### src/hdl/collision_pair_tracker_2d_defines.svh
// ---------------------------------------------------------------------------
// collision_pair_tracker_2d assertion macros
// Shared property wrappers, clocked on clock and disabled during reset.
// ---------------------------------------------------------------------------
`ifndef COLLISION_PAIR_TRACKER_2D_DEFINES_SVH
`define COLLISION_PAIR_TRACKER_2D_DEFINES_SVH

// same-cycle implication
`define CPT_ASSERT_NOW(lbl, ante, cons, msg) \
   lbl: assert property (@(posedge clock) disable iff (reset) (ante) |-> (cons)) \
      else $error(msg);

// next-cycle implication
`define CPT_ASSERT_NEXT(lbl, ante, cons, msg) \
   lbl: assert property (@(posedge clock) disable iff (reset) (ante) |=> (cons)) \
      else $error(msg);

`endif

### src/hdl/cpt_pkg.sv
// ---------------------------------------------------------------------------
// cpt_pkg
// Types, widths and helpers shared by the collision pair tracker.
// ---------------------------------------------------------------------------
package cpt_pkg;

   localparam int ID_W    = 6;
   localparam int POS_W   = 24;
   localparam int SIZE_W  = 16;
   localparam int DIFF_W  = 26;              // abs distance, 1/100 px
   localparam int REACH_W = 23;              // (s1+s2)*50
   localparam int SQ_W    = 2 * DIFF_W;
   localparam int RSQ_W   = 2 * REACH_W;

   localparam int MAX_COLLIDERS_DEF = 64;

   typedef enum logic [1:0] {
      CONTACT_NONE  = 2'd0,
      CONTACT_ENTER = 2'd1,
      CONTACT_STAY  = 2'd2,
      CONTACT_EXIT  = 2'd3
   } contact_type;

   typedef struct packed {
      logic [ID_W-1:0]          first_id;
      logic signed [POS_W-1:0]  first_x;
      logic signed [POS_W-1:0]  first_y;
      logic [SIZE_W-1:0]        first_w;
      logic [SIZE_W-1:0]        first_h;
      logic                     first_round;
      logic [ID_W-1:0]          second_id;
      logic signed [POS_W-1:0]  second_x;
      logic signed [POS_W-1:0]  second_y;
      logic [SIZE_W-1:0]        second_w;
      logic [SIZE_W-1:0]        second_h;
      logic                     second_round;
   } req_type;

   typedef struct packed {
      logic [ID_W-1:0] pair_first;
      logic [ID_W-1:0] pair_second;
      logic            overlap;
      contact_type     contact_event;
   } rsp_type;

   typedef struct packed {
      logic [DIFF_W-1:0]  dx;
      logic [DIFF_W-1:0]  dy;
      logic [REACH_W-1:0] rx;
      logic [REACH_W-1:0] ry;
      logic               both_round;
   } span_type;

   // size * 50: half of the x100 pixel scale, in 1/100 px
   function automatic logic [REACH_W-1:0] scale_half(input logic [SIZE_W:0] s);
      logic [REACH_W-1:0] v;
      v = REACH_W'({s, 5'b0}) + REACH_W'({s, 4'b0}) + REACH_W'({s, 1'b0});
      return v;
   endfunction

endpackage

### src/hdl/cpt_span.sv
// ---------------------------------------------------------------------------
// cpt_span
// Per-axis absolute center distance and combined reach of one pair.
// ---------------------------------------------------------------------------
module cpt_span (
   input  cpt_pkg::req_type  req_i,
   output cpt_pkg::span_type span_o
);

   localparam int EXT_W = cpt_pkg::DIFF_W + 1;

   logic                             both;
   logic signed [EXT_W-1:0]          x1, x2, y1, y2;
   logic [cpt_pkg::REACH_W-1:0]      ox1, ox2, oy1, oy2;
   logic signed [EXT_W-1:0]          dxs, dys;

   assign both = req_i.first_round & req_i.second_round;

   // circles compare centers, so shift by half the size
   assign ox1 = both ? cpt_pkg::scale_half({1'b0, req_i.first_w})  : '0;
   assign ox2 = both ? cpt_pkg::scale_half({1'b0, req_i.second_w}) : '0;
   assign oy1 = both ? cpt_pkg::scale_half({1'b0, req_i.first_h})  : '0;
   assign oy2 = both ? cpt_pkg::scale_half({1'b0, req_i.second_h}) : '0;

   assign x1 = EXT_W'(req_i.first_x)  + $signed(EXT_W'(ox1));
   assign x2 = EXT_W'(req_i.second_x) + $signed(EXT_W'(ox2));
   assign y1 = EXT_W'(req_i.first_y)  + $signed(EXT_W'(oy1));
   assign y2 = EXT_W'(req_i.second_y) + $signed(EXT_W'(oy2));

   assign dxs = x1 - x2;
   assign dys = y1 - y2;

   always_comb begin
      span_o.dx = dxs[EXT_W-1] ? cpt_pkg::DIFF_W'(-dxs) : cpt_pkg::DIFF_W'(dxs);
      span_o.dy = dys[EXT_W-1] ? cpt_pkg::DIFF_W'(-dys) : cpt_pkg::DIFF_W'(dys);
      span_o.rx = cpt_pkg::scale_half({1'b0, req_i.first_w} + {1'b0, req_i.second_w});
      span_o.ry = cpt_pkg::scale_half({1'b0, req_i.first_h} + {1'b0, req_i.second_h});
      span_o.both_round = both;
   end

endmodule

### config.mk
export PLATFORM = sky130hd
export DESIGN_NAME = cpt_span
export DESIGN_NICKNAME = d
export VERILOG_FILES = /design/src/hdl/collision_pair_tracker_2d_defines.svh /design/src/hdl/cpt_pkg.sv /design/src/hdl/cpt_span.sv
export SDC_FILE = /design/constraint.sdc
export NUM_CORES = 1
export LEC_CHECK = 0
export ABC_AREA = 1
export BUFFER_PORTS_ARGS = -buffer_cell sky130_fd_sc_hd__buf_2
export CAP_MARGIN = 20
export CELL_PAD_IN_SITES_DETAIL_PLACEMENT = 1
export CELL_PAD_IN_SITES_GLOBAL_PLACEMENT = 1
export CORE_AREA = 2 2 186 188
export DETAILED_ROUTE_END_ITERATION = 8
export DIE_AREA = 0 0 188 190
export PLACE_DENSITY_LB_ADDON = 0.1
export SETUP_SLACK_MARGIN = 0.4
export SLEW_MARGIN = 20
export SYNTH_ARGS = -nofsm -noshare
export SYNTH_HDL_FRONTEND = slang
export SYNTH_SLANG_ARGS = --single-unit
### constraint.sdc
create_clock -name vclk -period 11.55
set_clock_uncertainty 0.05 [all_clocks]
set_input_delay 1.7325 -clock vclk [all_inputs]
set_output_delay 1.7325 -clock vclk [all_outputs]
set_load 0.02 [all_outputs]
# == Word-level counts from Yosys, hierarchy flattened ==
# Index checks and enable logic that the tools add are counted.
# W data, S select, Z words.
# op_classes
n_addsub,22
multipliers,0
n_div,0
n_lt_le_gt_ge,0
eq_ne,0
shift,0
muxes,6
bitwise_logic,1
reduce_logical,0
# op_table
operator,count
$add A24 B24 Y25,4
$add A22 B17 Y23,4
$mux W23,4
$add A21 B20 Y22,4
$mux W26,2
$neg A26 Y26,2
$sub A25 B25 Y26,2
$add A22 B21 Y23,2
$add A23 B18 Y23,2
$add A16 B16 Y17,2
$and A1 B1 Y1,1
# word_totals
regBits,0
latchBits,0
ram_bits,0
romBits,0
input_bits,174
out_inout_bits,99
word_cells,29
memories,0

# == Depth between registers and ports, before layout ==
# Gate-level depths: netlist of the first run.
# depth
depth_word,7
depth_mapped,35
mapped_depth_nobuf,35

# == Worst setup path before layout of the first run ==
# OpenSTA, ideal clock, no wires.
# synth_path
kind,input to output
start,input req_i[1] (netlist bit)
end,output span_o[72] (netlist bit)
arrival_time_ns,6.927
path_slack_ns,2.841
stages,28
cell_sequence,fa_1 ha_1 inv_1 fa_1 o21ai_1 a21oi_1 o21ai_1 a21boi_0 o21ai_0 nand2_1 nand3_1 nand2_1 nor2_1 fa_1 fa_1 inv_1 ha_1 nand2_1 nor2_1 inv_1 nor4_1 nand2_1 nand2_1 nand2_1 nand2_2 buf_4 nand3_1 nor3_1
# synth_lines
element,line_no,rtl
start: declaration,cpt_span.sv:6,"input cpt_pkg::req_type req_i,"
end: declaration,cpt_span.sv:7,output cpt_pkg::span_type span_o

==> flow_summary.ini, run 1 <==
[synth]
seq_area_frac_synth_pct = 0
netlist_top_cells_area = fa_1 22%, ha_1 19%, nand2_1 15%, inv_1 12%, a21oi_1 6.2%
ys_warn_count = 0
synth_top_area_share_pct = 22.2
syn_area_per_cell_sq_um = 6.49
yosys.area.top_type = fa_1
syn_inst = 2305
netlist_area_sq_um = 15000
synth_cell_types = 43

[layout]
fillers = 4741
n_sequential_cell = 0
regArea_sq_um = 0
syn2layout_area_growth_pct = 12.0
multiInputGateArea_sq_um = 13100
instances_no_fill = 3008
utilization_pct = 49.3
drive_gt1_share_pct = 12.5
final_nets = 3116
clock_buffer_count = 0

[floorplanning]
die_area_sq_um = 35700
core_sq_um = 33900
ioPinCount = 273
die_h_microns = 190
die-width_microns = 188
row_count = 68
initial_core_util_pct = 44.0

[drt]
num_vias = 15400
routed_wl_microns = 45200
drc = 0
drt_iter0_drc = 369
wl_per_cell_microns = 15.0
dr.pass1.iters = 4
ant_nets = 0
viasPerCell = 5.12

[power]
peakVddDrop_mv = 0.259
p_clk_share_pct = 0
total_power_mw = 3.98
p_int_mw = 1.36
combPwrFrac_pct = 100.0
netSwitchingPower_mw = 2.62
power.share.switching_pct = 65.8
power.density_nw_per_um2 = 237
power.leakage_nw = 9.67
seqPwrFrac_pct = 0

[timing]
slew_headroom_pct = 39.4
tns_ps = 0
period_needed_ps = 9990
rsz0062_at_grt = false
setup_viol = 0
post-route-period-util_pct = 86.5
hold_violations = 0
slew_violations = 0
worst_slew_pin_slew_ps = 904
max_freq_mhz = 100
whs_ps = 3810

[global_routing]
grt_pass1_wl_microns = 76200
grt_usage_pct = 25.6
grt_pass1_vias = 16400
grt_overflow = 0
grt_max_degree = 59
antenna_found_initial = 2

[critical_path]
cp-start-kind = input port
crit_top_cell = nand2_1
critPathMaxFanout = 24
slowest_stage = fa_1
arrival_ps = 8200
crit_path_max_incr_delay_ps = 560
worst_ep_required_time_ps = 9770
cp-end-kind = output port
worst-setup-path-type = in2out

[placement]
dp_cells = 3006
dp_hpwl_microns = 41600
gp_congestion = 0.901
io_buffers = 259

[worst_hold_path]
min_path_type = in2out

[clock_network]
post_cts_resized = 0
post-cts-setup-buffers = 0
ctsHoldBuffers = 0

[run_status]
status = completed

[run]
maxCapViolCount = 0
[worst paths after layout]
path | from | to | slack [ps] | cells after the start
worst max-delay path | req_i[1] | span_o[53] | 1560 | 30
worst min-delay path | req_i[121] | span_o[47] | 3810 | 3
[synthesized netlist by cell type, types with 6 or more instances]
master,count
nor2_2,9
nor3_1,18
inv_1,474
o21bai_1,6
a21o_1,11
nand2_2,15
o31ai_1,8
nand4_1,25
clkbuf_1,8
fa_1,166
nand2_1,585
a21oi_1,185
nand3b_1,10
nor2_1,158
o21ai_1,14
xor2_1,70
ha_1,223
nand3_1,117
nand3_2,11
xnor2_1,41
or2_2,14
o21ai_0,86
a21boi_0,8
[metrics by stage]
| stage | area, sq um | worst slack (ps) |
|---|---|---|
| global placement | 16700 | 1710 |
| finish | 16700 | 1560 |
| CTS | 16700 | 1550 |
| detailed placement | 16700 | 1570 |
| global route | 16700 | 978 |
| floorplan | 15000 | 2840 |
[power by group through the flow]
stage	clock (mW)	sequential (mW)	combinational [mW]
finish	0.0000000232	0	3.98
detailed placement	0	0	4.01
floorplan	0	0	2.92
global placement	0	0	3.89
global route	0.0000000116	0	4.50
CTS	0	0	4.03
[critical path: cells and delay by family]
| family | cells | cell delay (ps) |
|---|---|---|
| xor+xnor | 1 | 140 |
| fa+ha+maj | 6 | 2570 |
| simple gates | 11 | 1640 |
| compound gates | 6 | 1410 |
| buf+inv | 6 | 720 |
[cells by family (layout without fill, tap and decap cells)]
| family | after synthesis | after routing | share of synthesized area, % |
|---|---|---|---|
| xor+xnor | 111 | 111 | 6.50 |
| compound gates | 337 | 337 | 12.2 |
| buf+inv | 491 | 736 | 12.6 |
| simple gates | 976 | 976 | 27.8 |
| other cells | 1 | 4 | 0.0251 |
| fa+ha+maj | 389 | 389 | 40.9 |
[routing by layer]
metal / global-route usage, % / wire (microns)
met1: 30.7 / 19700
met2: 51.2 / 23600
met3: 0.480 / 858
met4: 4.42 / 924
met5: 0 / 13
[layout make-up]
type / count / area share [%]
tap: 455 / 3.40
timing repair buffer: 260 / 7.79
multi-input combinational: 1815 / 78.1
inverter: 476 / 10.7
antenna: 2 / 0.0299
[placed cells by master (no fill, tap or decap), types with 16 or more instances in the layout]
cell type / count
fa_1: 166
xnor2_1: 41
a21oi_1: 185
nand2_1: 584
nand2_2: 16
nor3_1: 18
inv_1: 474
o21ai_0: 86
xor2_1: 70
nor2_1: 158
nand4_1: 25
buf_2: 259
ha_1: 223
nand3_1: 117
Power figures use the tool's default switching activity.
==> run 2, diff against run 1 <==
Settings changed: CORE_AREA 2 2 186 188 to 2 2 192 194, DIE_AREA 0 0 188 190 to 0 0 194 196, SKIP_LAST_GASP from default to 1.
Clock period 11.55 ns to 10.55 ns, I/O delays scaled along.
==> run 2 against run 1 <==
Against the previous run: combinational power increased by 9.3%; global-route usage fell by 1.2 points; final cell count increased by 0.60%; critical endpoint is now span_o[97].
==> flow_summary.ini, run 2 (same netlist as run 1, synthesis figures left out) <==
[critical_path]
slowest_stage = fa_1
cp-start-kind = input port
crit_top_cell = nand2_1
arrival_ps = 7760
critPathMaxFanout = 5
worst_ep_required_time_ps = 8920
crit_path_max_incr_delay_ps = 560
worst-setup-path-type = in2out
cp-end-kind = output port

[layout]
syn2layout_area_growth_pct = 12.3
n_sequential_cell = 0
drive_gt1_share_pct = 12.5
instances_no_fill = 3026
layout_common_cells = 584 x nand2_1, 474 x inv_1, 259 x buf_2
clock_buffer_count = 0
regArea_sq_um = 0
final_common_cell = nand2_1
fillers = 5044
multiInputGateArea_sq_um = 13100
utilization_pct = 46.5
final_nets = 3116

[timing]
max_freq_mhz = 106
fin_ws_ps = 1160
setup_viol = 0
hold_violations = 0
worst_slew_pin_slew_ps = 921
rsz0062_at_grt = false
period_needed_ps = 9390
tns_ps = 0
post-route-period-util_pct = 89.0
whs_ps = 3500
slew_headroom_pct = 38.2
slew_violations = 0

[floorplanning]
initial_core_util_pct = 41.4
core_sq_um = 36100
die_area_sq_um = 38000
die-width_microns = 194
die_h_microns = 196
ioPinCount = 273
row_count = 70

[power]
power.density_nw_per_um2 = 259
peakVddDrop_mv = 0.468
power.leakage_nw = 9.68

[drt]
drt_iter0_drc = 356
routed_wl_microns = 45000
ant_nets = 0
drc = 0
viasPerCell = 5.08
wl_per_cell_microns = 14.9
dr.pass1.iters = 4
num_vias = 15400

[placement]
post-place-ws_ps = 929
dp_hpwl_microns = 41500
gp_congestion = 0.876
io_buffers = 259
dp_cells = 3019

[global_routing]
grt_max_degree = 58
antenna_found_initial = 5
grt_usage_pct = 24.4
grt_overflow = 0
grt_pass1_vias = 16500
grt_pass1_wl_microns = 78000

[run]
maxCapViolCount = 0

[clock_network]
post_cts_resized = 0
post-cts-setup-buffers = 0
ctsHoldBuffers = 0

[worst_hold_path]
min_path_type = in2out

[run_status]
status = completed
## run 2: layer usage
layer | part of all wire (%) | vias up | wire [microns] | global-route usage [%]
li1 | - | 7764 | - | -
met1 | 42 | 7358 | 19000 | 28.5
met2 | 53 | 211 | 24000 | 49.2
met3 | 3.0 | 32 | 1340 | 1.84
met4 | 1.5 | 0 | 660 | 3.23
met5 | 0 | - | 0 | 0
## run 2: metrics by stage
step	total power [mW]	instance area, sq um
2_1_floorplan	3.20	15000
3_3_place_gp	4.29	16800
3_5_place_dp	4.39	16800
4_1_cts	4.41	16800
5_1_grt	4.95	16800
6_report	4.35	16800
## run 2: worst paths after layout
kind	from	endpoint	slack, ps	cells past startpoint
setup / recovery	req_i[17]	span_o[97]	1160	35
hold / removal	req_i[145]	span_o[73]	3500	3
## run 2: critical path, delay by kind of cell
| kind | cells | cell delay (ps) |
|---|---|---|
| adders and majority gates | 6 | 2500 |
| and+or+nand+nor | 15 | 1370 |
| AOI/OAI and AO/OA | 8 | 1750 |
| buffers and inverters | 6 | 540 |
## run 2: power breakdown
group          internal [mW]  switching (mW)
clock           0.0000000889               0
sequential                 0               0
combinational           1.49            2.86
total                   1.49            2.86
## run 2: layout make-up
class	instances	area share, %
well taps	468	3.49
diodes	7	0.104
multi-input cells	1815	78.0
inverters	476	10.6
repair buffers	260	7.77
